[src/rtl/core/cuq_pkg.sv]
// ---------------------------------------------------------------------------
// cuq_pkg: shared types and constants of the coalescing update queue
// Field widths, request and status codes, register indexes, sequencer
// states and the byte mask helper.
// ---------------------------------------------------------------------------
package cuq_pkg;

    // Field widths of one word
    localparam int KEY_W     = 32;
    localparam int IDX_W     = 5;
    localparam int SIZE_W    = 8;
    localparam int ESIZE_W   = 4;
    localparam int PAYLOAD_W = 64;
    localparam int STATUS_W  = 3;

    // Request codes
    localparam logic REQ_POST = 1'b0;
    localparam logic REQ_POP  = 1'b1;

    // Configuration register indexes
    localparam logic CFG_AWAKE  = 1'b0;
    localparam logic CFG_IGNORE = 1'b1;

    typedef enum logic [STATUS_W-1:0] {
        ST_APPENDED = 3'd0,
        ST_MERGED   = 3'd1,
        ST_IGNORED  = 3'd2,
        ST_TOO_BIG  = 3'd3,
        ST_FULL     = 3'd4,
        ST_POPPED   = 3'd5,
        ST_EMPTY    = 3'd6
    } status_t;

    typedef enum logic [1:0] {
        S_IDLE,
        S_SEARCH,
        S_POP
    } state_t;

    // Mask covering the low n bytes of a payload word
    function automatic logic [PAYLOAD_W-1:0] byte_mask(input logic [ESIZE_W-1:0] n);
        logic [PAYLOAD_W-1:0] m;
        m = '0;
        for (int b = 0; b < PAYLOAD_W / 8; b++)
        begin
            m[8*b +: 8] = (ESIZE_W'(b) < n) ? 8'hFF : 8'h00;
        end
        return m;
    endfunction

endpackage

[src/rtl/core/cuq_ram.sv]
// ---------------------------------------------------------------------------
// cuq_ram: generic simple dual-port RAM
// One write port and one read port; read data is registered.
// ---------------------------------------------------------------------------
module cuq_ram #(
    parameter int WIDTH = 8,
    parameter int DEPTH = 16,
    localparam int ADDR_W = (DEPTH > 1) ? $clog2(DEPTH) : 1
) (
    input  logic              clk,
    input  logic              we,
    input  logic [ADDR_W-1:0] waddr,
    input  logic [WIDTH-1:0]  wdata,
    input  logic              re,
    input  logic [ADDR_W-1:0] raddr,
    output logic [WIDTH-1:0]  rdata
);

    logic [WIDTH-1:0] mem [DEPTH];
    logic [WIDTH-1:0] rdata_reg;

    // Write port
    always_ff @(posedge clk)
    begin
        if (we)
        begin
            mem[waddr] <= wdata;
        end
    end

    // Registered read port
    always_ff @(posedge clk)
    begin
        if (re)
        begin
            rdata_reg <= mem[raddr];
        end
    end

    assign rdata = rdata_reg;

endmodule

[src/rtl/core/coalescing_update_queue_top.sv]
// ---------------------------------------------------------------------------
// coalescing_update_queue_top: bounded FIFO of key writes that merges repeats
//
// Command channel: a word is taken at a clock edge with start high and busy
// low. req_type selects a post (key, entry_index, data_size, payload, forced)
// or a pop of the oldest entry. Exactly one result word follows, shown for
// one cycle with done high; the receiver cannot stall it. occupancy always
// shows the current entry count and is valid with done.
// Config port: cfg_we writes cfg_wdata into register cfg_addr (0 awake,
// 1 ignore_posts) at the clock edge; write only while the block is idle.
// A refused post or an unserved pop answers in the cycle after accept, a pop
// once S_POP has taken the oldest entry from the RAM. A post searches the queue
// one entry per cycle through the single read port of the entry RAM: done comes
// once the search has passed every queued entry, or earlier on a merge hit.
// busy is high until the result cycle, so a new word can be taken in the
// cycle done is high. Reset empties the queue, sets awake and clears
// ignore_posts; no clearing pass is needed since only queued slots are read.
// ---------------------------------------------------------------------------
module coalescing_update_queue_top #(
    parameter int QUEUE_DEPTH = 16,
    parameter int DATA_BYTES  = 8,
    localparam int CNT_W = $clog2(QUEUE_DEPTH + 1)
) (
    input  logic                                clk,
    input  logic                                rst_n,
    // command channel
    input  logic                                start,
    output logic                                busy,
    input  logic                                req_type,
    input  logic [cuq_pkg::KEY_W-1:0]           key,
    input  logic signed [cuq_pkg::IDX_W-1:0]    entry_index,
    input  logic [cuq_pkg::SIZE_W-1:0]          data_size,
    input  logic [cuq_pkg::PAYLOAD_W-1:0]       payload,
    input  logic                                forced,
    // result channel
    output logic                                done,
    output logic [cuq_pkg::STATUS_W-1:0]        status,
    output logic [cuq_pkg::KEY_W-1:0]           out_key,
    output logic signed [cuq_pkg::IDX_W-1:0]    out_index,
    output logic [cuq_pkg::ESIZE_W-1:0]         out_size,
    output logic [cuq_pkg::PAYLOAD_W-1:0]       out_data,
    output logic [CNT_W-1:0]                    occupancy,
    // configuration port
    input  logic                                cfg_we,
    input  logic                                cfg_addr,
    input  logic                                cfg_wdata
);

    import cuq_pkg::*;

    localparam int PTR_W   = (QUEUE_DEPTH > 1) ? $clog2(QUEUE_DEPTH) : 1;
    localparam int DATA_W  = 8 * DATA_BYTES;
    localparam int ENTRY_W = KEY_W + IDX_W + ESIZE_W + DATA_W;
    // Entry word layout: key | index | size | data
    localparam int SIZE_LO = DATA_W;
    localparam int IDX_LO  = DATA_W + ESIZE_W;
    localparam int KEY_LO  = DATA_W + ESIZE_W + IDX_W;

    state_t                 state_reg, state_next;
    logic                   done_reg, done_next;
    status_t                status_reg, status_next;
    logic [KEY_W-1:0]       out_key_reg, out_key_next;
    logic [IDX_W-1:0]       out_index_reg, out_index_next;
    logic [ESIZE_W-1:0]     out_size_reg, out_size_next;
    logic [PAYLOAD_W-1:0]   out_data_reg, out_data_next;
    logic [CNT_W-1:0]       count_reg, count_next;
    logic [PTR_W-1:0]       head_reg, head_next;
    logic                   awake_reg, awake_next;
    logic                   ignore_reg, ignore_next;
    logic [KEY_W-1:0]       key_reg, key_next;
    logic [IDX_W-1:0]       idx_reg, idx_next;
    logic [ESIZE_W-1:0]     size_reg, size_next;
    logic [DATA_W-1:0]      data_reg, data_next;
    logic [CNT_W-1:0]       issue_pos_reg, issue_pos_next;
    logic                   cmp_valid_reg, cmp_valid_next;
    logic [PTR_W-1:0]       cmp_slot_reg, cmp_slot_next;

    logic                   ram_we;
    logic [PTR_W-1:0]       ram_waddr;
    logic [ENTRY_W-1:0]     ram_wdata;
    logic                   ram_re;
    logic [PTR_W-1:0]       ram_raddr;
    logic [ENTRY_W-1:0]     ram_rdata;

    logic [KEY_W-1:0]       rd_key;
    logic [IDX_W-1:0]       rd_idx;
    logic [ESIZE_W-1:0]     rd_size;
    logic [DATA_W-1:0]      rd_data;
    logic                   hit;
    logic [DATA_W-1:0]      new_mask;
    logic [DATA_W-1:0]      size_mask;

    // Slot of queue position pos, wrapped once around the ring
    function automatic logic [PTR_W-1:0] slot_of(input logic [PTR_W-1:0] head,
                                                 input logic [CNT_W-1:0] pos);
        logic [CNT_W:0] sum;
        sum = {1'b0, pos} + (CNT_W+1)'(head);
        if (sum >= (CNT_W+1)'(QUEUE_DEPTH))
        begin
            sum = sum - (CNT_W+1)'(QUEUE_DEPTH);
        end
        return sum[PTR_W-1:0];
    endfunction

    // Entry storage
    cuq_ram #(
        .WIDTH (ENTRY_W),
        .DEPTH (QUEUE_DEPTH)
    ) u_entry_ram (
        .clk   (clk),
        .we    (ram_we),
        .waddr (ram_waddr),
        .wdata (ram_wdata),
        .re    (ram_re),
        .raddr (ram_raddr),
        .rdata (ram_rdata)
    );

    // Split the read word and compare it against the pending post
    assign rd_key    = ram_rdata[KEY_LO +: KEY_W];
    assign rd_idx    = ram_rdata[IDX_LO +: IDX_W];
    assign rd_size   = ram_rdata[SIZE_LO +: ESIZE_W];
    assign rd_data   = ram_rdata[DATA_W-1:0];
    assign hit       = cmp_valid_reg && (rd_key == key_reg) && (rd_idx == idx_reg);
    assign new_mask  = DATA_W'(byte_mask(data_size[ESIZE_W-1:0]));
    assign size_mask = DATA_W'(byte_mask(size_reg));

    // Sequencer: next state, RAM control and result
    always_comb
    begin
        state_next     = state_reg;
        done_next      = 1'b0;
        status_next    = status_reg;
        out_key_next   = out_key_reg;
        out_index_next = out_index_reg;
        out_size_next  = out_size_reg;
        out_data_next  = out_data_reg;
        count_next     = count_reg;
        head_next      = head_reg;
        awake_next     = awake_reg;
        ignore_next    = ignore_reg;
        key_next       = key_reg;
        idx_next       = idx_reg;
        size_next      = size_reg;
        data_next      = data_reg;
        issue_pos_next = issue_pos_reg;
        cmp_valid_next = 1'b0;
        cmp_slot_next  = cmp_slot_reg;
        ram_we         = 1'b0;
        ram_waddr      = cmp_slot_reg;
        ram_wdata      = {key_reg, idx_reg, size_reg, data_reg};
        ram_re         = 1'b0;
        ram_raddr      = head_reg;

        // Configuration writes
        if (cfg_we)
        begin
            case (cfg_addr)
                CFG_AWAKE:  awake_next  = cfg_wdata;
                CFG_IGNORE: ignore_next = cfg_wdata;
                default:    awake_next  = awake_reg;
            endcase
        end

        case (state_reg)
            S_IDLE:
            begin
                if (start)
                begin
                    // Clear popped fields; a pop fills them later
                    out_key_next   = '0;
                    out_index_next = '0;
                    out_size_next  = '0;
                    out_data_next  = '0;
                    if (req_type == REQ_POST)
                    begin
                        if (!forced && (!awake_reg || ignore_reg))
                        begin
                            status_next = ST_IGNORED;
                            done_next   = 1'b1;
                        end
                        else if (data_size > SIZE_W'(DATA_BYTES))
                        begin
                            status_next = ST_TOO_BIG;
                            done_next   = 1'b1;
                        end
                        else
                        begin
                            // Latch the post and start the search at the head
                            key_next       = key;
                            idx_next       = entry_index;
                            size_next      = data_size[ESIZE_W-1:0];
                            data_next      = payload[DATA_W-1:0] & new_mask;
                            issue_pos_next = '0;
                            state_next     = S_SEARCH;
                        end
                    end
                    else if (awake_reg && (count_reg != '0))
                    begin
                        // Read the oldest entry
                        ram_re     = 1'b1;
                        ram_raddr  = head_reg;
                        state_next = S_POP;
                    end
                    else
                    begin
                        status_next = ST_EMPTY;
                        done_next   = 1'b1;
                    end
                end
            end

            S_SEARCH:
            begin
                if (hit)
                begin
                    // Merge in place: replace the low bytes, keep the rest
                    ram_we      = 1'b1;
                    ram_waddr   = cmp_slot_reg;
                    ram_wdata   = {key_reg, idx_reg, size_reg,
                                   (rd_data & ~size_mask) | data_reg};
                    status_next = ST_MERGED;
                    done_next   = 1'b1;
                    state_next  = S_IDLE;
                end
                else if (issue_pos_reg == count_reg)
                begin
                    // No match: append at the tail unless full
                    if (count_reg == CNT_W'(QUEUE_DEPTH))
                    begin
                        status_next = ST_FULL;
                    end
                    else
                    begin
                        ram_we      = 1'b1;
                        ram_waddr   = slot_of(head_reg, count_reg);
                        count_next  = count_reg + 1'b1;
                        status_next = ST_APPENDED;
                    end
                    done_next  = 1'b1;
                    state_next = S_IDLE;
                end
                else
                begin
                    // Advance: read the next queued entry
                    ram_re         = 1'b1;
                    ram_raddr      = slot_of(head_reg, issue_pos_reg);
                    issue_pos_next = issue_pos_reg + 1'b1;
                    cmp_valid_next = 1'b1;
                    cmp_slot_next  = ram_raddr;
                end
            end

            S_POP:
            begin
                // Return the oldest entry and drop it
                out_key_next   = rd_key;
                out_index_next = rd_idx;
                out_size_next  = rd_size;
                out_data_next  = '0;
                out_data_next[DATA_W-1:0] = rd_data;
                head_next      = (head_reg == PTR_W'(QUEUE_DEPTH - 1)) ? '0
                                                                       : head_reg + 1'b1;
                count_next     = count_reg - 1'b1;
                status_next    = ST_POPPED;
                done_next      = 1'b1;
                state_next     = S_IDLE;
            end

            default:
            begin
                state_next = S_IDLE;
            end
        endcase
    end

    // Control registers
    always_ff @(posedge clk or negedge rst_n)
    begin
        if (!rst_n)
        begin
            state_reg     <= S_IDLE;
            done_reg      <= 1'b0;
            count_reg     <= '0;
            head_reg      <= '0;
            awake_reg     <= 1'b1;
            ignore_reg    <= 1'b0;
            cmp_valid_reg <= 1'b0;
        end
        else
        begin
            state_reg     <= state_next;
            done_reg      <= done_next;
            count_reg     <= count_next;
            head_reg      <= head_next;
            awake_reg     <= awake_next;
            ignore_reg    <= ignore_next;
            cmp_valid_reg <= cmp_valid_next;
        end
    end

    // Payload registers
    always_ff @(posedge clk)
    begin
        status_reg    <= status_next;
        out_key_reg   <= out_key_next;
        out_index_reg <= out_index_next;
        out_size_reg  <= out_size_next;
        out_data_reg  <= out_data_next;
        key_reg       <= key_next;
        idx_reg       <= idx_next;
        size_reg      <= size_next;
        data_reg      <= data_next;
        issue_pos_reg <= issue_pos_next;
        cmp_slot_reg  <= cmp_slot_next;
    end

    // Outputs
    assign busy      = (state_reg != S_IDLE);
    assign done      = done_reg;
    assign status    = status_reg;
    assign out_key   = out_key_reg;
    assign out_index = out_index_reg;
    assign out_size  = out_size_reg;
    assign out_data  = out_data_reg;
    assign occupancy = count_reg;

`ifndef SYNTHESIS
    a_write_in_search: assert property (@(posedge clk) disable iff (!rst_n)
        ram_we |-> (state_reg == S_SEARCH))
        else $error("entry RAM written outside the search");

    a_scan_bound: assert property (@(posedge clk) disable iff (!rst_n)
        (state_reg == S_SEARCH) |-> (issue_pos_reg <= count_reg))
        else $error("search ran past the queued entries");

    a_count_bound: assert property (@(posedge clk) disable iff (!rst_n)
        count_reg <= CNT_W'(QUEUE_DEPTH))
        else $error("entry count above queue depth");

    a_pop_count: assert property (@(posedge clk) disable iff (!rst_n)
        (done_reg && (status_reg == ST_POPPED))
            |-> (count_reg == CNT_W'($past(count_reg) - 1'b1)))
        else $error("pop did not drop one entry");

    a_done_idle: assert property (@(posedge clk) disable iff (!rst_n)
        done_reg |-> !busy)
        else $error("result shown while still busy");
`endif

endmodule
[config.mk]
export PLATFORM = sky130hd
export DESIGN_NAME = coalescing_update_queue_top
export DESIGN_NICKNAME = d
export VERILOG_FILES = /design/src/rtl/core/cuq_pkg.sv /design/src/rtl/core/cuq_ram.sv /design/src/rtl/core/coalescing_update_queue_top.sv
export SDC_FILE = /design/constraint.sdc
export NUM_CORES = 2
export LEC_CHECK = 0
export ABC_AREA = 1
export BUFFER_PORTS_ARGS = -buffer_cell sky130_fd_sc_hd__buf_2
export CAP_MARGIN = 20
export CELL_PAD_IN_SITES_DETAIL_PLACEMENT = 0
export CELL_PAD_IN_SITES_GLOBAL_PLACEMENT = 1
export CORE_MARGIN = 2
export CORE_UTILIZATION = 40
export CTS_BUF_LIST = sky130_fd_sc_hd__clkbuf_16
export DETAILED_ROUTE_END_ITERATION = 12
export GPL_TIMING_DRIVEN = 1
export PLACE_DENSITY = 0.75
export SLEW_MARGIN = 20
export SYNTH_ARGS = -nofsm -noshare
export SYNTH_HDL_FRONTEND = slang
export SYNTH_SLANG_ARGS = --single-unit
[constraint.sdc]
create_clock -name clk -period 9.9 [get_ports clk]
set_clock_uncertainty 0.15 [all_clocks]
set_input_delay 1.98 -clock clk [delete_from_list [all_inputs] [get_ports clk]]
set_output_delay 1.98 -clock clk [all_outputs]
set_load 0.01 [all_outputs]
==> results.cfg <==
[die]
start_util_pct = 40.30
die_w_um = 469.2
die_h_um = 469.2
dieArea_sq_mm = 0.2202
io_pins = 232
fp.coreArea_sq_mm = 0.2148
placementRows = 170

[synthesis]
synth_nets = 8068
syn-instance-count = 7933
synth-edff-count = 2007
syn_area_sq_mm = 0.08657
yosysUniqueCellTypes = 45
synthArstFlopShare_pct = 0.7418
ys_seq_area_share_pct = 70.05
postSynthAreaPerCell_sq_um = 10.91
yosysWarnings = 0
yosys_most_used_dff = edfxtp_1
synth_seq_cells = 2022

[timing]
fmax_mhz = 166.1
setup_viol = 0
min_period_ns = 6.019
slew_viol_final = 0
relSlewSlack_pct = 9.133
period_share_pct = 60.80
fin_tns_setup_ns = 0
hold_viol = 0
hold_ws_ns = 0.3875
rsz0062_at_grt = false
tightestPinTransition_ns = 1.363

[finish]
drive_above_1_share_pct = 8.218
post-route-util_pct = 45.11
syn2layout_area_growth_pct = 11.95
final_nets = 8129
largest_reg_flops = 1680
finalNonFillerCells = 11010

[power_and_ir_drop]
p_sw_share_pct = 39.77
power.density_mw_per_mm2 = 296.0
pwr-share-seq_pct = 36.7
power_frac_clock_pct = 26.5
ir_worst_vdd_uv = 386.7
power_frac_comb_pct = 36.8
power.internal_mw = 17.28
p_sw_mw = 11.41
p_leak_nw = 39.75

[clock_network]
clock_sinks = 2022
cts_tree = built
post_cts_buffers = 0
hold_buffers = 0
ctsHtreeMaxLevel = 4
cts_buffers = 208
post_cts_resize_count = 0
clock_latency_ns = 0.87
clock_path_buffers = 3
ctsRootBufferMaster = clkbuf_16
clkTransAtPathRegs_ns = 0.06

[global_route]
antenna_found_initial = 16
grt_overflow = 0
grt_max_degree = 227
grt_pass1_vias = 55490
grt_usage_pct = 22.29
grt_pass1_wl_um = 370100

[detailed_routing]
num_vias = 58270
drt_iter0_markers = 6559
ant_nets = 0
routed_wl_um = 250100
drc_errors = 0
drt-vias-per-instance = 5.294
routedWlPerCell_um = 22.73
drtPass1Iterations = 6

[placement]
dp.cells = 10620
place_congestion = 0.8119
port_buffers = 231
hpwl_um = 117300

[worst_setup_path]
crit_path_end_kind = flip-flop
cpMaxStageDelayCell = nand2_8
crit_chain = xnor2_1 -> nand2_1 -> nor2_1 -> nand2_1 -> nor2_1 -> nand3_2 -> nand2_1 -> nand2_4 -> nand2_8 -> buf_12 -> nand2_1 -> nand3_1 -> nand3_1 -> nand3_1 -> nand2_1
start_kind = flip-flop
reg2reg_depth = 15
cp.arrival_ns = 6.47
worstPathRequired_ns = 10.35
critPathMaxFanout = 197
slowest_delay_ns = 0.98
worst-setup-path-type = flip-flop to flip-flop
cp_common_cell = nand2_1

[run_status]
status = completed

[flow_run]
max_cap_violations = 0

[hold_path]
whs_path_depth = 2
hold_path_class = flip-flop to flip-flop
critical path, delay by kind of cell (launching register included):
family	cells	cell delay (ns)
buffers and inverters	1	0.55
xor gates and xnor gates	1	0.59
DFF	1	0.62
and+or+nand+nor	13	3.22
Yosys cell counts, drive strengths merged (2+ instances only):
cell	count	area, sq um
o21bai	65	488.0
nand4	11	68.82
mux2	2	22.52
dfrtp	14	350.3
xnor2	11	96.34
ha	15	187.7
nand2	2101	7896
or2	4	25.03
a211oi	3	22.52
nor2	120	450.4
xor2	13	113.9
inv	1114	4182
nor4	5	31.28
buf	385	2019
clkinv	7	26.28
a31oi	5	37.53
nand3	1914	9589
o21ai	25	132.6
nor3	5	30.03
fa	3	60.06
mux2i	2	20.02
edfxtp	2007	60270
clkbuf	80	300.3
a21oi	14	70.07
metal layers:
metal  up-vias  wire length, um  global-route usage [%]  share of wire (%)
met5         -               65                       0              0.026
met1     28580           106200                   31.65                 42
met2      2526           117200                   35.73                 47
li1      26750                -                       -                  -
met3       402            20220                   3.151                8.1
met4        10             6475                   6.429                2.6
through the flow:
step,area [sq um],total power [mW],setup WS [ns]
after floorplan,86570,17.99,0.6124
after global placement,90140,21.11,3.992
after detailed placement,90150,21.16,4.105
after CTS,96770,28.78,4.080
after global routing,96910,30.31,3.644
final,96910,28.69,3.881
layout make-up:
class,instances,area [sq um]
antenna,3,7.507
inverter,1121,4220
clock buffer,208,5205
tap,2838,3551
timing repair buffer,316,2118
multi-input combinational,4325,19750
clock inverter,173,1419
sequential,2022,60640
fill,19590,117900
cell families after synthesis:
group	synth area share (%)
AO/OA/AOI/OAI	0.9207
XOR/XNOR	0.2428
adder cells (fa/ha/maj)	0.2862
buffers and inverters	7.540
flip-flops	70.05
multiplexers	0.04914
AND/OR/NAND/NOR	20.91
placed cells by master (no fill, tap or decap), types with 38 or more instances in the layout:
cell type	synthesis	routed
inv_1	1107	1158
buf_2	348	231
nor2_1	120	103
edfxtp_1	2007	2007
clkinv_1	7	56
nand3_1	1912	1911
clkbuf_16	0	208
buf_4	4	58
clkinv_2	0	38
nand2_1	2099	2096
power groups by stage:
stage | combinational (mW) | sequential, mW | clock, mW
6_report | 10.5 | 10.5 | 7.60
4_1_cts | 10.5 | 10.5 | 7.72
3_3_place_gp | 10.4 | 10.7 | 0
3_5_place_dp | 10.4 | 10.7 | 0
2_1_floorplan | 7.30 | 10.7 | 0
5_1_grt | 11.7 | 10.6 | 8.06
path summary, 6_finish.rpt:
path,startpoint,end,slack [ns]
min,awake_reg$_DFFE_PN1P_,awake_reg$_DFFE_PN1P_,0.39
max in group asynchronous,rst_n,awake_reg$_DFFE_PN1P_,8.40
min in group asynchronous,rst_n,occupancy[0]$_DFFE_PN0P_,0.88
min reg2reg,awake_reg$_DFFE_PN1P_,awake_reg$_DFFE_PN1P_,0.39
max reg2reg,key_reg[26]$_DFFE_PP_,u_entry_ram.rdata[41]$_DFFE_PP_,3.88
max,key_reg[26]$_DFFE_PP_,u_entry_ram.rdata[41]$_DFFE_PP_,3.88
(Power assumes the default switching activity.)
